$ cat src/lu2x_pkg.sv
// ----------------------------------------------------------------------------
// lu2x_pkg
// Shared types, constants and the six-tap half-pel filter for the 2x luma
// upscaler.
// ----------------------------------------------------------------------------
package lu2x_pkg;

   localparam int BORDER     = 3;
   localparam int TAPS       = 2 * BORDER;
   localparam int LINE_ROWS  = TAPS - 1;
   localparam int PIX_W      = 8;
   localparam int ROW_W      = 13;
   localparam int SRC_X_W    = 10;
   localparam int SRC_Y_W    = 12;
   localparam int CFG_WIDTH_W  = 11;
   localparam int CFG_HEIGHT_W = 12;
   localparam int CSR_IDX_W  = 1;
   localparam int CSR_DATA_W = 12;
   localparam int COL_WORD_W = LINE_ROWS * PIX_W;

   localparam logic [CFG_WIDTH_W-1:0]  WIDTH_RESET  = 11'd400;
   localparam logic [CFG_HEIGHT_W-1:0] HEIGHT_RESET = 12'd226;

   localparam logic [CSR_IDX_W-1:0] CSR_SOURCE_WIDTH  = 1'b0;
   localparam logic [CSR_IDX_W-1:0] CSR_SOURCE_HEIGHT = 1'b1;

   typedef logic [PIX_W-1:0] pixel_type;
   typedef logic [COL_WORD_W-1:0] col_word_type;

   typedef struct packed {
      logic                 emit;
      logic                 last;
      logic [SRC_X_W-1:0]   src_x;
      logic [SRC_Y_W-1:0]   src_y;
   } pos_type;

   // (p0 - 5p1 + 20p2 + 20p3 - 5p4 + p5 + 16) >>> 5, clipped to 0..255
   function automatic pixel_type six_tap(input pixel_type p0, input pixel_type p1,
                                         input pixel_type p2, input pixel_type p3,
                                         input pixel_type p4, input pixel_type p5);
      logic signed [15:0] a0, a1, a2, a3, a4, a5;
      logic signed [15:0] outer, mid;
      logic signed [15:0] f;
      logic signed [15:0] r;
      pixel_type          res;
      a0    = $signed({8'h00, p0});
      a1    = $signed({8'h00, p1});
      a2    = $signed({8'h00, p2});
      a3    = $signed({8'h00, p3});
      a4    = $signed({8'h00, p4});
      a5    = $signed({8'h00, p5});
      outer = a1 + a4;
      mid   = a2 + a3;
      f     = a0 + a5 - (outer <<< 2) - outer + (mid <<< 4) + (mid <<< 2) + 16'sd16;
      r     = f >>> 5;
      if (r < 16'sd0) begin
         res = 8'd0;
      end else if (r > 16'sd255) begin
         res = 8'd255;
      end else begin
         res = r[7:0];
      end
      return res;
   endfunction

endpackage

$ cat src/lu2x_csr_if.sv
// ----------------------------------------------------------------------------
// lu2x_csr_if
// Register write channel: register index and write data per beat.
// ----------------------------------------------------------------------------
interface lu2x_csr_if;
   import lu2x_pkg::*;

   logic                  valid;
   logic                  ready;
   logic [CSR_IDX_W-1:0]  index;
   logic [CSR_DATA_W-1:0] data;

   modport source (output valid, index, data, input ready);
   modport sink   (input valid, index, data, output ready);

endinterface

$ cat src/lu2x_scan.sv
// ----------------------------------------------------------------------------
// lu2x_scan
// Size registers and the raster position counters of the padded frame.
// ----------------------------------------------------------------------------
module lu2x_scan #(
   parameter int MAX_WIDTH = 1024,
   parameter int AW        = 11,
   parameter int PW_W      = 11
) (
   input  logic               clock,
   input  logic               reset,
   lu2x_csr_if.sink           csr_chan,
   input  logic               accept,
   input  logic               frame_start,
   output logic [AW-1:0]      addr,
   output lu2x_pkg::pos_type  pos
);
   import lu2x_pkg::*;

   logic [CFG_WIDTH_W-1:0]  width_ff;
   logic [CFG_HEIGHT_W-1:0] height_ff;
   logic [AW-1:0]           col_ff, col_in;
   logic [ROW_W-1:0]        row_ff, row_in;

   logic [PW_W-1:0]         sw, pw, nc;
   logic [CFG_HEIGHT_W-1:0] sh;
   logic [ROW_W-1:0]        ph, r0, r1, cy, ny;
   logic [AW-1:0]           c0, cx;

   assign csr_chan.ready = 1'b1;

   always_ff @(posedge clock) begin
      if (reset) begin
         width_ff  <= WIDTH_RESET;
         height_ff <= HEIGHT_RESET;
      end else if (csr_chan.valid) begin
         unique case (csr_chan.index)
            CSR_SOURCE_WIDTH:  width_ff  <= csr_chan.data[CFG_WIDTH_W-1:0];
            CSR_SOURCE_HEIGHT: height_ff <= csr_chan.data[CFG_HEIGHT_W-1:0];
            default: ;
         endcase
      end
   end

   always_comb begin
      if (width_ff == '0) begin
         sw = PW_W'(1);
      end else if (width_ff > MAX_WIDTH) begin
         sw = PW_W'(MAX_WIDTH);
      end else begin
         sw = PW_W'(width_ff);
      end
      pw = sw + PW_W'(TAPS);
      sh = (height_ff == '0) ? CFG_HEIGHT_W'(1) : height_ff;
      ph = {1'b0, sh} + ROW_W'(TAPS);

      c0 = frame_start ? '0 : col_ff;
      r0 = frame_start ? '0 : row_ff;

      // stale position after a size change wraps first
      if (PW_W'(c0) >= pw) begin
         cx = '0;
         r1 = r0 + ROW_W'(1);
      end else begin
         cx = c0;
         r1 = r0;
      end
      cy = (r1 >= ph) ? '0 : r1;

      nc = PW_W'(cx) + PW_W'(1);
      ny = cy + ROW_W'(1);
      if (nc >= pw) begin
         col_in = '0;
         row_in = (ny >= ph) ? '0 : ny;
      end else begin
         col_in = AW'(nc);
         row_in = cy;
      end

      pos.emit  = (cx >= AW'(TAPS)) && (cy >= ROW_W'(TAPS));
      pos.last  = (PW_W'(cx) == pw - PW_W'(1)) && (cy == ph - ROW_W'(1));
      pos.src_x = SRC_X_W'(cx - AW'(TAPS));
      pos.src_y = SRC_Y_W'(cy - ROW_W'(TAPS));
   end

   assign addr = cx;

   always_ff @(posedge clock) begin
      if (reset) begin
         col_ff <= '0;
         row_ff <= '0;
      end else if (accept) begin
         col_ff <= col_in;
         row_ff <= row_in;
      end
   end

endmodule

$ cat src/flat_wrapper.sv
// flat-port wrapper written by rule: the top's interface ports become plain ports
module lu2x_scan_flat import lu2x_pkg::*;
#(
   parameter int MAX_WIDTH = 1024,
   parameter int AW        = 11,
   parameter int PW_W      = 11
)
  (clock, reset, accept, frame_start, addr, pos, csr_chan_valid, csr_chan_index, csr_chan_data, csr_chan_ready);
  lu2x_csr_if csr_chan_i ();
  input  logic clock;
  input  logic reset;
  input  logic accept;
  input  logic frame_start;
  output logic [AW-1:0] addr;
  output lu2x_pkg::pos_type pos;
  input wire logic [$bits(csr_chan_i.valid)-1:0] csr_chan_valid;
  input wire logic [$bits(csr_chan_i.index)-1:0] csr_chan_index;
  input wire logic [$bits(csr_chan_i.data)-1:0] csr_chan_data;
  output wire logic [$bits(csr_chan_i.ready)-1:0] csr_chan_ready;
  assign csr_chan_i.valid = csr_chan_valid;
  assign csr_chan_i.index = csr_chan_index;
  assign csr_chan_i.data = csr_chan_data;
  assign csr_chan_ready = csr_chan_i.ready;
  lu2x_scan #(.MAX_WIDTH(MAX_WIDTH), .AW(AW), .PW_W(PW_W)) u_core (.clock(clock), .reset(reset), .csr_chan(csr_chan_i), .accept(accept), .frame_start(frame_start), .addr(addr), .pos(pos));
endmodule
$ cat config.mk
export PLATFORM = sky130hd
export DESIGN_NAME = lu2x_scan_flat
export DESIGN_NICKNAME = d
export VERILOG_FILES = /design/src/lu2x_pkg.sv /design/src/lu2x_csr_if.sv /design/src/lu2x_scan.sv /design/src/flat_wrapper.sv
export SDC_FILE = /design/constraint.sdc
export NUM_CORES = 1
export LEC_CHECK = 0
export BUFFER_PORTS_ARGS = -buffer_cell sky130_fd_sc_hd__buf_2
export CORE_ASPECT_RATIO = 2
export CORE_MARGIN = 4
export CORE_UTILIZATION = 62
export DETAILED_ROUTE_END_ITERATION = 10
export PLACE_DENSITY = 0.87
export SLEW_MARGIN = 40
export SYNTH_ARGS = -nofsm -noshare
export SYNTH_HDL_FRONTEND = slang
export SYNTH_SLANG_ARGS = --single-unit
$ cat constraint.sdc
create_clock -name clock -period 12.2 [get_ports clock]
set_input_delay 3.05 -clock clock [delete_from_list [all_inputs] [get_ports clock]]
set_output_delay 3.05 -clock clock [all_outputs]
set_load 0.03 [all_outputs]
== Yosys cells after proc, flatten, opt, wreduce, memory -nomap -nowiden ==
Cells that the tools add are included.

* Register bits: 47
* Input bits: 18
* Output and inout bits: 36
* Word-level logic and storage cells: 40

* Add/subtract/negate cells: 9
* Magnitude comparators: 7
* Eq/ne operators: 2
* Muxes and demuxes: 11
* Bitwise operators: 1
* Reduce and logical (&&, ||, !) cells: 6

{| class="wikitable"
|+ Operators with widths
! kind !! number
|-
| 2-to-1 mux 13 bit || 5
|-
| 2-to-1 mux 11 bit || 5
|-
| adder 13 x 1 -> 13 bit (second input constant) || 2
|-
| greater-or-equal comparator 13 bit || 2
|-
| greater-or-equal comparator 11 bit || 2
|-
| adder 12 x 3 -> 13 bit (second input constant) || 1
|-
| == test 13 bit || 1
|-
| greater-or-equal comparator 13 x 3 -> 1 bit (second input constant) || 1
|-
| subtractor 13 x 1 -> 13 bit (second input constant) || 1
|-
| zero test 12 bit || 1
|-
| 2-to-1 mux 12 bit || 1
|-
| subtractor 12 x 3 -> 12 bit (second input constant) || 1
|-
| adder 11 x 1 -> 11 bit (second input constant) || 1
|-
| adder 11 x 3 -> 11 bit (second input constant) || 1
|-
| == test 11 bit || 1
|-
| greater-or-equal comparator 11 x 3 -> 1 bit (second input constant) || 1
|-
| greater-than comparator 11 bit (second input constant) || 1
|-
| zero test 11 bit || 1
|-
| subtractor 11 x 1 -> 11 bit (second input constant) || 1
|-
| subtractor 10 x 3 -> 10 bit (second input constant) || 1
|-
| AND reduction 2 bit || 2
|-
| logical AND 1 bit || 2
|-
| inverter 1 bit || 1
|}

== Logic depth before layout (Yosys ltp) ==
* Depth in word-level cells: 12
* Gate-level depth with buffers: 42

== Worst setup path before layout ==
OpenSTA, ideal clock, no wires.

* Path type: input port to output port
* From: input frame_start
* To: output pos[22] (netlist bit)
* Arrival time: 9.545 ns
* Required time: 9.150 ns
* Path slack: -0.395 ns
* Cell stages on the path: 29
* Cells stage by stage: buf_2 -> buf_1 -> clkbuf_1 -> nor2b_1 -> ha_1 -> nand3_1 -> or4_4 -> nand2_1 -> a21o_1 -> clkbuf_1 -> clkbuf_1 -> nand2_1 -> xor2_1 -> ha_1 -> a21o_1 -> a21oi_1 -> o21ai_0 -> a32oi_1 -> and2_0 -> clkbuf_1 -> nand2_1 -> inv_1 -> ha_1 -> o211ai_1 -> a211oi_1 -> o21ai_0 -> nor3_1 -> nand4_1 -> nor4_1

{| class="wikitable"
|+ RTL lines
! item !! RTL line !! RTL
|-
| from (decl) || flat_wrapper.sv:13 || <nowiki>input logic frame_start;</nowiki>
|-
| to (decl) || flat_wrapper.sv:15 || <nowiki>output lu2x_pkg::pos_type pos;</nowiki>
|}

==> results.sh <==
export IMPL_die_h_um=148
export IMPL_fin_skew_ns=0.0130
export IMPL_synth_nets=924
export IMPL_r2r_cells=35
export IMPL_synth_area_top_cells="dfxtp_1 16%, ha_1 11%, xnor2_1 7.9%"
export IMPL_post_route_period_util=0.970
export IMPL_fin_ws_ns=0.361
export IMPL_setup_violations_final=0
export IMPL_dr_pass1_iters=5
export IMPL_synth_edff_count=0
export IMPL_root_buffer="clkbuf_16"
export IMPL_worst_pin_slew_ns=0.817
export IMPL_async_reset_ff_frac=0
export IMPL_synth_seq_cells=47
export IMPL_hp_start="u_core.col_ff[10]"
export IMPL_clk_path_buf_depth=2
export IMPL_max_freq_mhz=84.5
export IMPL_hold_violations=0
export IMPL_htree_levels=2
export IMPL_ys_types=82
export IMPL_path_clk_slew_ns=0.06
export IMPL_area_growth_pct=10.3
export IMPL_initial_utilization=0.642
export IMPL_maxCapViolCount=0
export IMPL_reg2reg_slack_ns=1.82
export IMPL_yosysWarnings=0
export IMPL_hpwl_um=18000
export IMPL_pre_cts_ws_ns=0.304
export IMPL_synth_common_cells="114 x nand2_1, 87 x nor2_1, 55 x xnor2_1"
export IMPL_yosysTopAreaCell="dfxtp_1"
export IMPL_synth_area_per_cell_um2=7.12
export IMPL_seqCellArea_um2=941
export IMPL_syn_inst=852
export IMPL_endpoint_kind="output port"
export IMPL_io_pins=54
export IMPL_fin_total_pwr_w=0.000453
export IMPL_fp_coreArea_mm2=0.00945
export IMPL_drt_iter0_drc=584
export IMPL_powerDensity_mw_per_mm2=67.6
export IMPL_via_per_inst=6.73
export IMPL_r2r_start="u_core.width_ff[10]"
export IMPL_cp_max_fo=14
export IMPL_drt_total_wl_um=23300
export IMPL_pwr_share_seq=0.375
export IMPL_die_area_mm2=0.0115
export IMPL_p_leak_nw=2.87
export IMPL_cts_hold_buf=0
export IMPL_insertion_delay_ns=0.30
export IMPL_cp_arrival_ns=8.79
export IMPL_p_sw_frac=0.359
export IMPL_p_int_w=0.000290
export IMPL_num_rows=50
export IMPL_hold_end="u_core.col_ff[10]"
export IMPL_cts_buffers=5
export IMPL_fin_nets=964
export IMPL_power_switching_w=0.000163
export IMPL_grt_first_pass_wirelength_um=36200
export IMPL_crit_type="primary input to output port"
export IMPL_ys_flop_type="dfxtp_1"
export IMPL_die_width_um=78.0
export IMPL_crit_required_ns=9.15
export IMPL_multiInputGateArea_mm2=0.00481
export IMPL_outcome="finished, final reports clean"
export IMPL_layout_drive_gt1_share=0.136
export IMPL_grt_max_degree=43
export IMPL_drc=0
export IMPL_clock_sinks=47
export IMPL_final_max_slew_viol_count=0
export IMPL_cts_tree="yes"
export IMPL_vias=6873
export IMPL_hp_class="register to register"
export IMPL_ant_nets=0
export IMPL_grt_ovfl_total=0
export IMPL_diodes=0
export IMPL_relSlewSlack=0.451
export IMPL_startpoint_type="primary input"
export IMPL_whs_path_depth=2
export IMPL_port_buffers=52
export IMPL_final_min_clock_period_ns=11.84
export IMPL_p_comb_frac=0.315
export IMPL_wl_per_cell_um=22.8
export IMPL_ir_drop_uv=57.5
export IMPL_yosysMostFrequentCell="nand2_1"
export IMPL_n_fill_cell=832
export IMPL_yosysSeqAreaShare=0.155
export IMPL_antenna_found_initial=0
export IMPL_grt_pass1_vias=6770
export IMPL_p_clk_frac=0.311
export IMPL_slowest_stage="or4_4"
export IMPL_synth_top_area_frac=0.155
export IMPL_cpPeakStageDelay_ns=0.60
export IMPL_place_gp_congestion=1.15
export IMPL_r2r_end="u_core.row_ff[9]"
export IMPL_grt_use_total=0.405
export IMPL_mappedNetlistArea_mm2=0.00607
[power by group through the flow]
stage          Combinational, W  Clock, W  Sequential, W
5_1_grt                0.000154  0.000148       0.000170
4_1_cts                0.000137  0.000141       0.000169
3_5_place_dp           0.000137         0       0.000172
3_3_place_gp           0.000133         0       0.000172
2_1_floorplan          0.000101         0       0.000167
6_report               0.000143  0.000141       0.000169
[critical path, delay by kind of cell]
kind	cells	cell delay (ns)
adder cells (fa/ha/maj)	3	0.84
buffers and inverters	5	0.87
AND/OR/NAND/NOR	11	2.56
multiplexers	1	0.17
AO/OA/AOI/OAI	7	1.27
[timing repair]
item	CTS	global route
gates resized for setup	0	6
endpoints found under the hold margin	0	0
setup endpoints to repair	0	4
setup buffers	0	3
[state kept, by name (all words and copies together) (netlist names)]
signal            count
u_core.col_ff        11
u_core.height_ff     12
u_core.row_ff        13
u_core.width_ff      11
[cell usage in the layout (no fill, tap or decap), types with 4 or more instances in the layout]
| cell type | synthesis | final |
|---|---|---|
| a2111oi_0 | 5 | 5 |
| a211oi_1 | 5 | 5 |
| a21o_1 | 9 | 9 |
| a21oi_1 | 48 | 48 |
| a221oi_1 | 5 | 5 |
| a22oi_1 | 5 | 5 |
| a311oi_1 | 7 | 7 |
| a31oi_1 | 6 | 6 |
| a32oi_1 | 6 | 6 |
| a41oi_1 | 8 | 8 |
| and2_1 | 9 | 9 |
| and3_1 | 4 | 4 |
| buf_2 | 5 | 49 |
| buf_4 | 2 | 29 |
| clkbuf_16 | 0 | 5 |
| dfxtp_1 | 47 | 47 |
| ha_1 | 54 | 54 |
| inv_1 | 40 | 39 |
| mux2i_1 | 10 | 10 |
| nand2_1 | 114 | 114 |
| nand2b_1 | 13 | 13 |
| nand3_1 | 33 | 33 |
| nand4_1 | 18 | 18 |
| nand4b_1 | 4 | 4 |
| nor2_1 | 87 | 86 |
| nor2b_1 | 20 | 20 |
| nor3_1 | 30 | 30 |
| nor3b_1 | 5 | 5 |
| nor4_1 | 12 | 10 |
| o211a_1 | 5 | 4 |
| o211ai_1 | 10 | 10 |
| o21a_1 | 5 | 5 |
| o21ai_0 | 32 | 32 |
| o31ai_1 | 5 | 4 |
| or3_1 | 4 | 4 |
| or4_1 | 4 | 4 |
| xnor2_1 | 55 | 55 |
| xor2_1 | 22 | 22 |
[worst max path at each step]
stage                start  endpoint  slack [ns]
2_1_floorplan  frame_start   pos[22]        0.05
3_3_place_gp   frame_start   pos[23]        0.42
3_5_place_dp   frame_start   pos[23]        0.30
4_1_cts        frame_start   pos[23]        0.28
5_1_grt        frame_start   pos[22]      -0.006
6_report       frame_start   pos[22]        0.36
[per-stage QoR]
stage | hold WS (ns) | std cells | area, um^2 | utilization | setup TNS, ns
after floorplan | 0.436 | 852 | 6080 | - | 0
after global placement | 0.448 | 1012 | 6500 | 0.688 | 0
after detailed placement | 0.452 | 1012 | 6500 | 0.688 | 0
after CTS | 0.462 | 1019 | 6650 | 0.704 | 0
after global routing | 0.472 | 1022 | 6700 | 0.709 | -0.00629
final | 0.462 | 1022 | 6700 | 0.709 | 0
[layout make-up]
class,instances,share of cell area
well taps,130,0.0243
clock inverters,1,0.000748
repair buffers,80,0.0714
inverters,41,0.0235
flip-flops and latches,47,0.141
multi-input cells,717,0.719
clock buffers,6,0.0207
[layer usage]
metal	part of all wire	track usage	vias to the layer above
li1	-	-	3154
met1	0.33	0.385	3171
met2	0.50	0.720	391
met5	0	0	-
met3	0.061	0.0726	157
met4	0.11	0.368	0
[cells by family after synthesis]
kind of cell / after synthesis / share of synthesized area
XOR/XNOR: 77 / 0.111
buffers and inverters: 88 / 0.0567
AND/OR/NAND/NOR: 383 / 0.315
AO/OA/AOI/OAI: 187 / 0.222
multiplexers: 15 / 0.0282
other: 1 / 0.000618
adder cells (fa/ha/maj): 54 / 0.111
flip-flops: 47 / 0.155
Note: power is estimated with default switching activity, not from simulation.
