[src/lu2x_pkg.sv]
// ----------------------------------------------------------------------------
// lu2x_pkg
// Shared types, constants and the six-tap half-pel filter for the 2x luma
// upscaler.
// ----------------------------------------------------------------------------
package lu2x_pkg;

   localparam int BORDER     = 3;
   localparam int TAPS       = 2 * BORDER;
   localparam int LINE_ROWS  = TAPS - 1;
   localparam int PIX_W      = 8;
   localparam int ROW_W      = 13;
   localparam int SRC_X_W    = 10;
   localparam int SRC_Y_W    = 12;
   localparam int CFG_WIDTH_W  = 11;
   localparam int CFG_HEIGHT_W = 12;
   localparam int CSR_IDX_W  = 1;
   localparam int CSR_DATA_W = 12;
   localparam int COL_WORD_W = LINE_ROWS * PIX_W;

   localparam logic [CFG_WIDTH_W-1:0]  WIDTH_RESET  = 11'd400;
   localparam logic [CFG_HEIGHT_W-1:0] HEIGHT_RESET = 12'd226;

   localparam logic [CSR_IDX_W-1:0] CSR_SOURCE_WIDTH  = 1'b0;
   localparam logic [CSR_IDX_W-1:0] CSR_SOURCE_HEIGHT = 1'b1;

   typedef logic [PIX_W-1:0] pixel_type;
   typedef logic [COL_WORD_W-1:0] col_word_type;

   typedef struct packed {
      logic                 emit;
      logic                 last;
      logic [SRC_X_W-1:0]   src_x;
      logic [SRC_Y_W-1:0]   src_y;
   } pos_type;

   // (p0 - 5p1 + 20p2 + 20p3 - 5p4 + p5 + 16) >>> 5, clipped to 0..255
   function automatic pixel_type six_tap(input pixel_type p0, input pixel_type p1,
                                         input pixel_type p2, input pixel_type p3,
                                         input pixel_type p4, input pixel_type p5);
      logic signed [15:0] a0, a1, a2, a3, a4, a5;
      logic signed [15:0] outer, mid;
      logic signed [15:0] f;
      logic signed [15:0] r;
      pixel_type          res;
      a0    = $signed({8'h00, p0});
      a1    = $signed({8'h00, p1});
      a2    = $signed({8'h00, p2});
      a3    = $signed({8'h00, p3});
      a4    = $signed({8'h00, p4});
      a5    = $signed({8'h00, p5});
      outer = a1 + a4;
      mid   = a2 + a3;
      f     = a0 + a5 - (outer <<< 2) - outer + (mid <<< 4) + (mid <<< 2) + 16'sd16;
      r     = f >>> 5;
      if (r < 16'sd0) begin
         res = 8'd0;
      end else if (r > 16'sd255) begin
         res = 8'd255;
      end else begin
         res = r[7:0];
      end
      return res;
   endfunction

endpackage

[src/lu2x_window.sv]
// ----------------------------------------------------------------------------
// lu2x_window
// Forms the six-sample column, runs the vertical filter and keeps the
// horizontal history of the centre row and of the vertical results.
// ----------------------------------------------------------------------------
module lu2x_window (
   input  logic                               clock,
   input  logic                               reset,
   input  logic                               shift,
   input  lu2x_pkg::col_word_type             col_word,
   input  lu2x_pkg::pixel_type                pix,
   output lu2x_pkg::col_word_type             wb_word,
   output lu2x_pkg::pixel_type [lu2x_pkg::TAPS-1:0] h_snap,
   output lu2x_pkg::pixel_type [lu2x_pkg::TAPS-1:0] v_snap
);
   import lu2x_pkg::*;

   pixel_type [TAPS-1:0]  col;
   pixel_type             vert;
   pixel_type [TAPS-2:0]  h_ff;
   pixel_type [TAPS-2:0]  v_ff;

   always_comb begin
      for (int k = 0; k < LINE_ROWS; k++) begin
         col[k] = col_word[k*PIX_W +: PIX_W];
      end
      col[TAPS-1] = pix;
   end

   // column shifts up by one row on write-back
   always_comb begin
      for (int k = 0; k < LINE_ROWS; k++) begin
         wb_word[k*PIX_W +: PIX_W] = col[k+1];
      end
   end

   assign vert = six_tap(col[0], col[1], col[2], col[3], col[4], col[5]);

   always_comb begin
      for (int j = 0; j < TAPS-1; j++) begin
         h_snap[j] = h_ff[j];
         v_snap[j] = v_ff[j];
      end
      h_snap[TAPS-1] = col[BORDER-1];
      v_snap[TAPS-1] = vert;
   end

   always_ff @(posedge clock) begin
      if (reset) begin
         h_ff <= '0;
         v_ff <= '0;
      end else if (shift) begin
         for (int j = 0; j < TAPS-1; j++) begin
            h_ff[j] <= h_snap[j+1];
            v_ff[j] <= v_snap[j+1];
         end
      end
   end

endmodule

[config.mk]
export PLATFORM = sky130hd
export DESIGN_NAME = lu2x_window
export DESIGN_NICKNAME = d
export VERILOG_FILES = /design/src/lu2x_pkg.sv /design/src/lu2x_window.sv
export SDC_FILE = /design/constraint.sdc
export NUM_CORES = 1
export LEC_CHECK = 0
export BUFFER_PORTS_ARGS = -buffer_cell sky130_fd_sc_hd__buf_2
export CAP_MARGIN = 25
export CELL_PAD_IN_SITES_DETAIL_PLACEMENT = 1
export CELL_PAD_IN_SITES_GLOBAL_PLACEMENT = 1
export CORE_ASPECT_RATIO = 1.25
export CORE_MARGIN = 1
export CORE_UTILIZATION = 25
export CTS_CLUSTER_DIAMETER = 150
export DETAILED_ROUTE_END_ITERATION = 10
export PLACE_DENSITY_LB_ADDON = 0.05
export SYNTH_ARGS = -nofsm -noshare
export SYNTH_HDL_FRONTEND = slang
export SYNTH_SLANG_ARGS = --single-unit
[constraint.sdc]
create_clock -name clock -period 11.3 [get_ports clock]
set_input_delay 2.26 -clock clock [delete_from_list [all_inputs] [get_ports clock]]
set_output_delay 2.26 -clock clock [all_outputs]
set_load 0.02 [all_outputs]
; After elaboration in Yosys (flattened, before gate mapping)
; Index checks and enable logic that the tools add are counted.
[totals]
word_cells = 22
out_inout_bits = 136
inputBits = 51
register_bits = 80
[op_classes]
n_addsub = 8
muxes = 2
n_lt_le_gt_ge = 2
[op_table]
columns = op, n
row1 = adder 8 x 8 -> 9 bit, 3
row2 = adder 15 x 12 -> 16 bit, 1
row3 = "adder 16 x 6 -> 16 bit, second input constant", 1
row4 = 2-to-1 mux 8 bit, 2
row5 = adder 13 x 14 -> 15 bit, 1
row6 = subtractor 12 x 10 -> 13 bit, 1
row7 = subtractor 9 x 11 -> 12 bit, 1
row8 = "> comparator 11 x 9 -> 1 bit, second input constant", 1
row9 = "< comparator 11 x 1 -> 1 bit, second input constant", 1

; Logic depth before layout (Yosys ltp)
; Gate-level depths: netlist (run 1).
[logic_depth]
ltp_word = 9
ltp_mapped = 28
depth_no_buf = 26

; Least setup slack after synthesis (run 1)
; OpenSTA, ideal clock, no wires.
[synth_path]
path_kind = input to output
startpoint = in col_word[8]
endpoint = out v_snap[40] in the netlist's numbering
path_stages = 25
required_ns = 9.040
path_slack_ns = 1.066
arrival_time_ns = 7.974
n_path_buf = 1
path_cell_list = ha_1 -> fa_1 -> a21o_1 -> a21oi_1 -> xnor2_1 -> xor2_1 -> ha_1 -> a21o_1 -> ha_1 -> or4_1 -> nand2_1 -> xor2_1 -> fa_1 -> fa_1 -> inv_1 -> ha_1 -> ha_1 -> nand3_1 -> nor2_1 -> a2111oi_2 -> nor4_1 -> a211oi_4 -> buf_6 -> nor2b_1 -> nor2_1
[synth_lines]
columns = item, line_no
row1 = from (decl), lu2x_window.sv:10  ; input lu2x_pkg::col_word_type col_word,
row2 = to (decl), lu2x_window.sv:14  ; output lu2x_pkg::pixel_type [lu2x_pkg::TAPS-1:0] v_snap

==> results of run 1 <==
-- per-stage QoR --
stage	hold slack, ns	cells	util	area, um2
2_1_floorplan	0.584	597	-	5570
3_3_place_gp	0.466	999	0.297	6440
3_5_place_dp	0.480	999	0.297	6440
4_1_cts	0.496	1015	0.312	6770
5_1_grt	0.527	1015	0.312	6770
6_report	0.491	1015	0.312	6770
-- flip-flops by register name, indices dropped and copies added (netlist names) --
signal	count
h_snap	40
v_snap	40
-- area by class of cell --
class | count | area, um2 | area share
Tap cell | 279 | 349 | 0.0516
Clock inverter | 6 | 91.3 | 0.0135
Clock buffer | 10 | 239 | 0.0353
Inverter | 48 | 180 | 0.0266
Multi-Input combinational cell | 403 | 3350 | 0.495
Timing Repair Buffer | 189 | 956 | 0.141
Sequential cell | 80 | 1600 | 0.237
-- kinds of logic (layout without fill, tap and decap cells) --
logic type      after synthesis  count (layout)  share of synthesized area
compound gates               73              73                     0.0986
xor+xnor                     34              34                     0.0534
buf+inv                     114             253                      0.110
flops                        80              80                      0.287
simple gates                144             144                      0.114
fa+ha+maj                    80              80                      0.207
mux                          72              72                      0.129
-- cells in the mapped netlist, types with 2 or more instances --
library cell	n
sky130_fd_sc_hd__buf_4	48
sky130_fd_sc_hd__buf_1	8
sky130_fd_sc_hd__ha_1	60
sky130_fd_sc_hd__a21o_1	8
sky130_fd_sc_hd__clkbuf_1	9
sky130_fd_sc_hd__fa_1	20
sky130_fd_sc_hd__nand3_1	5
sky130_fd_sc_hd__xnor2_1	22
sky130_fd_sc_hd__nor2b_1	9
sky130_fd_sc_hd__nand2_1	16
sky130_fd_sc_hd__a22o_1	3
sky130_fd_sc_hd__o21bai_1	5
sky130_fd_sc_hd__or3_1	2
sky130_fd_sc_hd__a31oi_1	2
sky130_fd_sc_hd__mux2i_1	72
sky130_fd_sc_hd__inv_1	47
sky130_fd_sc_hd__dfxtp_1	80
sky130_fd_sc_hd__nor2_1	97
sky130_fd_sc_hd__xor2_1	12
sky130_fd_sc_hd__o21ai_0	9
sky130_fd_sc_hd__o21a_1	2
sky130_fd_sc_hd__nand4_1	2
sky130_fd_sc_hd__a21oi_1	23
sky130_fd_sc_hd__nor3_1	6
sky130_fd_sc_hd__o31a_1	2
sky130_fd_sc_hd__nand2b_1	2
sky130_fd_sc_hd__a221o_1	5
-- layer usage --
metal	share of wire	track usage	up-vias
li1	-	-	2224
met1	0.40	0.140	2111
met2	0.56	0.266	104
met3	0.029	0.0126	14
met4	0.016	0.0464	0
met5	0	0	-
-- worst max-delay path by stage --
stage	from	to	slack, ns	depth (start not counted)
after floorplan	col_word[8]	v_snap[40]	1.07	25
after global placement	col_word[8]	v_snap[46]	0.57	26
after detailed placement	col_word[8]	v_snap[46]	0.38	26
after CTS	col_word[8]	v_snap[46]	0.39	26
after global routing	col_word[8]	v_snap[40]	0.001	26
final	col_word[8]	v_snap[46]	0.44	26
==> results_tabular.tex, run 1 <==
\begin{tabular}{lr}
\hline
Metric & Value \\
\hline
\multicolumn{2}{l}{\textbf{Synthesis}} \\
Biggest area consumer among synthesized cells & sky130\_fd\_sc\_hd\_\_dfxtp\_1 \\
Share of synthesized area occupied by flip-flops and latches & 0.287 \\
Async set-reset flop share out of synthesis & 0 \\
Number of synthesized register bits & 80 \\
Largest cells by area after synthesis & sky130\_fd\_sc\_hd\_\_dfxtp\_1, sky130\_fd\_sc\_hd\_\_ha\_1, sky130\_fd\_sc\_hd\_\_mux2i\_1, sky130\_fd\_sc\_hd\_\_fa\_1, sky130\_fd\_sc\_hd\_\_nor2\_1 \\
Total number of yosys warnings & 0 \\
Synth Flop Type & sky130\_fd\_sc\_hd\_\_dfxtp\_1 \\
Post-Synthesis Cells & 597 \\
Synthesized area & 0.00557 mm2 \\
Area fraction of the dominant cell type after synthesis & 0.287 \\
Number of enable-type register cells in the synthesized netlist & 0 \\
Number of nets in the synthesized netlist & 728 \\
Count of distinct cell types in the synthesized netlist & 48 \\
Mean area per synthesized cell & 9.33 um2 \\
\multicolumn{2}{l}{\textbf{Floorplan}} \\
Area of the die & 0.0229 mm2 \\
Horizontal die dimension & 136 um \\
Initial core utilization & 0.257 \\
Number of top-level pins & 187 \\
Rows & 60 \\
Die boundary height & 169 um \\
Placeable Area & 0.0217 mm2 \\
\multicolumn{2}{l}{\textbf{GRT}} \\
Via count of the first global-routing pass & 4,766 \\
Largest net degree at the start of global routing & 76 \\
Number of antenna violations at the first check in global routing & 0 \\
Global-route usage over all layers & 0.133 \\
Overflow left after global routing & 0 \\
Global-route wire length before repair & 24.0 mm \\
\multicolumn{2}{l}{\textbf{Layout}} \\
Layout cell share with drive strength beyond 1 & 0.293 \\
Commonest non-fill, non-tap cell in the layout & sky130\_fd\_sc\_hd\_\_buf\_2 \\
\# fillers & 2,558 \\
Most frequent cells in the layout & sky130\_fd\_sc\_hd\_\_buf\_2, sky130\_fd\_sc\_hd\_\_nor2\_1, sky130\_fd\_sc\_hd\_\_dfxtp\_1, sky130\_fd\_sc\_hd\_\_mux2i\_1, sky130\_fd\_sc\_hd\_\_ha\_1 \\
Antenna diode count & 0 \\
Signed area change from the synthesized netlist to the final layout & 21.5\% \\
Layout net count & 862 \\
\multicolumn{2}{l}{\textbf{Critical path}} \\
CP bufs+invs & 3 \\
Max stage delay cell, worst path & sky130\_fd\_sc\_hd\_\_or4\_1 \\
Most frequent cell on the critical path & sky130\_fd\_sc\_hd\_\_ha\_1 \\
Worst path max stage delay & 0.56 ns \\
Cell family contributing the most delay on the critical path & adder cells \\
Critical path data arrival time & 8.60 ns \\
Endpoint type of the worst setup path & output port \\
Reg2Reg Capture Point & v\_snap[34]\$\_SDFFE\_PP0P\_ \\
Worst-case reg-to-reg path depth & 1 \\
Required time at the endpoint of the critical path & 9.04 ns \\
CP startpoint kind & input port \\
Maximum fanout along the worst path & 9 \\
Reg2reg start & v\_snap[34]\$\_SDFFE\_PP0P\_ \\
Setup CP Type & input port to output port \\
Worst setup slack for register-to-register paths & 10.53 ns \\
\multicolumn{2}{l}{\textbf{Timing}} \\
Final Critical Period & 10.86 ns \\
Worst setup margin & 0.444 ns \\
F\_max & 92.1 MHz \\
Final Hold Viols & 0 \\
Setup skew after layout & 0.00357 ns \\
Setup TNS Final & 0 ns \\
Pin slew with the least headroom to its limit & 0.816 ns \\
Setup repair after global routing missed its margin & no \\
Crit share post-route & 0.961 \\
Final Slew Violations & 0 \\
Total of endpoints with negative setup slack in the final report & 0 \\
Max\_slew headroom & 0.456 \\
\multicolumn{2}{l}{\textbf{Placement}} \\
Count of port buffers added during placement & 186 \\
Placement-stage worst setup slack & 0.381 ns \\
HPWL reported at the end of detailed placement & 12.2 mm \\
Placer congestion estimate & 0.740 \\
\multicolumn{2}{l}{\textbf{Route}} \\
Total iterations of the first detailed-routing run & 4 \\
Total number of vias & 4,453 \\
Post-detailed-routing wire length & 14.6 mm \\
DR vias/cell & 4.39 \\
Number of nets with antenna violations after routing & 0 \\
Routed WL per cell & 14.4 um \\
Number of DRC violations after detailed-routing iteration 0 & 51 \\
Remaining routing DRC violations & 0 \\
\multicolumn{2}{l}{\textbf{Clock tree}} \\
Clock-pin slew of the registers on the worst-case setup and hold paths & 0.06 ns \\
Clock latency reported for the late side of the worst-skew pair & 0.33 ns \\
Library cell used as clock root buffer & sky130\_fd\_sc\_hd\_\_clkbuf\_16 \\
Num Clock Sinks & 80 \\
Clock Tree Buf Depth & 2 \\
H-tree levels & 3 \\
Number of buffers inserted to repair setup after CTS & 0 \\
Number of buffers added to fix hold violations after cts & 0 \\
Clock tree from TritonCTS & yes \\
Total of cells resized after clock tree synthesis & 0 \\
Number of buffers added by the clock tree synthesis step & 9 \\
\multicolumn{2}{l}{\textbf{Status}} \\
Status & finished clean \\
\multicolumn{2}{l}{\textbf{Hold path}} \\
Type of the worst min-delay path & register to register \\
Critical hold path startpoint & v\_snap[6]\$\_SDFFE\_PP0P\_ \\
Endpoint of the worst hold path & v\_snap[6]\$\_SDFFE\_PP0P\_ \\
Cell depth of the worst min-delay path & 2 \\
\multicolumn{2}{l}{\textbf{Run}} \\
MaxCap Viol Count & 0 \\
\hline
\end{tabular}
Power of run 1 is left out: the tool's default activity adds up to more than one toggle a clock period on the data nets, which glitch-free logic cannot reach.
==> inputs of run 2 (changes only) <==
==> constraint.sdc (replaced) <==
create_clock -name clock -period 11.3 [get_ports clock]
set_input_delay 2.26 -clock clock [delete_from_list [all_inputs] [get_ports clock]]
set_output_delay 2.26 -clock clock [all_outputs]
set_load 0.005 [all_outputs]
==> run 2 against run 1 <==
  * Worst setup slack improved by 0.043 ns
  * Sequential share of layout area unchanged
  * Non-clock buffer count is the same
  * Die area unchanged
  * Highest routed layer unchanged
  * Critical endpoint is now v_snap[42]
  * Critical path depth is the same
  * Register-to-register slack about the same
  * Clock skew grew 0.0032 ns
==> results_tabular.tex, run 2 (synthesized netlist as in run 1, its figures left out) <==
\begin{tabular}{lr}
\hline
Metric & Value \\
\hline
\multicolumn{2}{l}{\textbf{Status}} \\
Status & finished clean \\
\multicolumn{2}{l}{\textbf{Timing}} \\
Final Critical Period & 10.81 ns (-0.0435 ns) \\
Setup repair after global routing missed its margin & no \\
Final Hold Viols & 0 (unchanged) \\
Pin slew with the least headroom to its limit & 0.832 ns (+0.0154 ns) \\
F\_max & 92.5 MHz (+0.40\%) \\
Final Slew Violations & 0 (unchanged) \\
Max\_slew headroom & 0.446 (-0.0103) \\
Setup TNS Final & 0 ns (unchanged) \\
Total of endpoints with negative setup slack in the final report & 0 (unchanged) \\
Setup skew after layout & 0.00673 ns (+0.00315 ns) \\
Crit share post-route & 0.957 (-0.00385) \\
\multicolumn{2}{l}{\textbf{Clock tree}} \\
H-tree levels & 3 (unchanged) \\
Clock-pin slew of the registers on the worst-case setup and hold paths & 0.06 ns (about the same) \\
Clock Tree Buf Depth & 2 (unchanged) \\
Clock latency reported for the late side of the worst-skew pair & 0.33 ns (about the same) \\
Clock tree from TritonCTS & yes \\
Num Clock Sinks & 80 (unchanged) \\
Number of buffers added to fix hold violations after cts & 0 (unchanged) \\
Number of buffers added by the clock tree synthesis step & 9 (unchanged) \\
Number of buffers inserted to repair setup after CTS & 0 (unchanged) \\
Total of cells resized after clock tree synthesis & 0 (unchanged) \\
Library cell used as clock root buffer & sky130\_fd\_sc\_hd\_\_clkbuf\_16 \\
\multicolumn{2}{l}{\textbf{Route}} \\
Post-detailed-routing wire length & 14.6 mm (about the same) \\
DR vias/cell & 4.42 (+0.67\%) \\
Number of nets with antenna violations after routing & 0 (unchanged) \\
Routed WL per cell & 14.4 um (about the same) \\
Total iterations of the first detailed-routing run & 4 (unchanged) \\
Remaining routing DRC violations & 0 (unchanged) \\
Number of DRC violations after detailed-routing iteration 0 & 66 (+29\%) \\
Total number of vias & 4,483 (+0.67\%) \\
\multicolumn{2}{l}{\textbf{Placement}} \\
Placer congestion estimate & 0.740 (about the same) \\
Count of port buffers added during placement & 186 (unchanged) \\
HPWL reported at the end of detailed placement & 12.1 mm (-0.19\%) \\
\multicolumn{2}{l}{\textbf{Critical path}} \\
Endpoint type of the worst setup path & output port \\
Required time at the endpoint of the critical path & 9.04 ns (about the same) \\
Critical Path Start & col\_word[8] \\
CP startpoint kind & input port \\
CP bufs+invs & 3 (unchanged) \\
Most frequent cell on the critical path & sky130\_fd\_sc\_hd\_\_ha\_1 \\
Max stage delay cell, worst path & sky130\_fd\_sc\_hd\_\_or4\_1 \\
Maximum fanout along the worst path & 9 (unchanged) \\
Worst setup slack for register-to-register paths & 10.53 ns (about the same) \\
Worst path max stage delay & 0.56 ns (about the same) \\
Reg2Reg Capture Point & v\_snap[34]\$\_SDFFE\_PP0P\_ \\
Worst-case reg-to-reg path depth & 1 (unchanged) \\
Cell family contributing the most delay on the critical path & adder cells \\
Reg2reg start & v\_snap[34]\$\_SDFFE\_PP0P\_ \\
Critical path data arrival time & 8.55 ns (-0.05 ns) \\
Setup CP Type & input port to output port \\
\multicolumn{2}{l}{\textbf{Hold path}} \\
Cell depth of the worst min-delay path & 2 (unchanged) \\
Critical hold path startpoint & v\_snap[4]\$\_SDFFE\_PP0P\_ \\
Endpoint of the worst hold path & v\_snap[4]\$\_SDFFE\_PP0P\_ \\
Type of the worst min-delay path & register to register \\
\multicolumn{2}{l}{\textbf{GRT}} \\
Routing usage on met1 & 0.138 (-0.00181) \\
Met3 routing resource usage after global routing & 0.0135 (+0.000898) \\
Via count of the first global-routing pass & 4,686 (-1.7\%) \\
Global-route wire length before repair & 23.7 mm (-1.4\%) \\
Overflow left after global routing & 0 (unchanged) \\
Global-route usage over all layers & 0.131 (-0.00215) \\
Most utilized layer in the global route result & met2 \\
Number of antenna violations at the first check in global routing & 0 (unchanged) \\
Global routing met2 resource utilization & 0.262 (-0.00401) \\
Largest net degree at the start of global routing & 76 (unchanged) \\
\multicolumn{2}{l}{\textbf{Layout}} \\
\# fillers & 2,551 (-0.27\%) \\
Signed area change from the synthesized netlist to the final layout & 21.5\% (unchanged) \\
Most frequent cells in the layout & sky130\_fd\_sc\_hd\_\_buf\_2, sky130\_fd\_sc\_hd\_\_nor2\_1, sky130\_fd\_sc\_hd\_\_dfxtp\_1, sky130\_fd\_sc\_hd\_\_mux2i\_1, sky130\_fd\_sc\_hd\_\_ha\_1 \\
Combined area of the multi-input logic cells & 0.00335 mm2 (unchanged) \\
Final core occ & 0.312 (unchanged) \\
Flip-flop and latch area & 0.00160 mm2 (unchanged) \\
Layout net count & 862 (unchanged) \\
Antenna diode count & 0 (unchanged) \\
Commonest non-fill, non-tap cell in the layout & sky130\_fd\_sc\_hd\_\_buf\_2 \\
Layout cell share with drive strength beyond 1 & 0.293 (unchanged) \\
\multicolumn{2}{l}{\textbf{Floorplan}} \\
Number of top-level pins & 187 (unchanged) \\
Horizontal die dimension & 136 um (unchanged) \\
Rows & 60 (unchanged) \\
Area of the die & 0.0229 mm2 (unchanged) \\
Initial core utilization & 0.257 (unchanged) \\
Die boundary height & 169 um (unchanged) \\
Placeable Area & 0.0217 mm2 (unchanged) \\
\multicolumn{2}{l}{\textbf{Power and ir drop}} \\
Pwr Density & 364 mW/mm2 \\
IR drop worst, VDD & 0.204 mV \\
Total leakage power & 3.50 nW \\
\multicolumn{2}{l}{\textbf{Run}} \\
MaxCap Viol Count & 0 (unchanged) \\
\hline
\end{tabular}
-- run 2: cell counts in the layout (fill, tap and decap cells not counted) --
No cell type changed its count.
-- run 2: through the flow --
step | std cells | setup slack, ns | cell area, um2 | hold WS (ns) | power [mW]
after global routing | 1015 | 0.0283 | 6770 | 0.519 | 2.74
after CTS | 1015 | 0.419 | 6770 | 0.498 | 2.53
after global placement | 999 | 0.595 | 6440 | 0.466 | 2.17
after detailed placement | 999 | 0.429 | 6440 | 0.483 | 2.20
final | 1015 | 0.488 | 6770 | 0.489 | 2.47
after floorplan | 597 | 1.17 | 5570 | 0.485 | 1.70
-- run 2: layer usage --
layer | wire length [um] | up-vias
li1 | - | 2230
met2 | 8150 | 104
met3 | 414 | 10
met1 | 5890 | 2139
met4 | 185 | 0
met5 | 0 | -
-- run 2: report_power, final --
part	switching [mW]	internal [mW]
Combinational	1.08	0.751
Clock	0.118	0.201
Sequential	0.0138	0.301
-- run 2: worst max path at each step --
stage	to	slack (ns)	depth (start not counted)
final	v_snap[42]	0.49	26
after detailed placement	v_snap[42]	0.43	26
after global routing	v_snap[40]	0.03	26
after global placement	v_snap[46]	0.60	26
after floorplan	v_snap[42]	1.17	25
after CTS	v_snap[42]	0.42	26
-- run 2: layout make-up --
cell class	count	area share
clock inverter	6	0.0135
sequential	80	0.237
clock buffer	10	0.0353
timing repair buffer	189	0.141
inverter	48	0.0266
tap	279	0.0516
multi-input combinational	403	0.495
-- run 2: worst min-delay path, delay by kind of cell (launching register included) --
family           cells  cell delay, ns
flip-flops           1            0.32
AND/OR/NAND/NOR      1            0.07
multiplexers         1            0.06
Power figures use the tool's default switching activity.
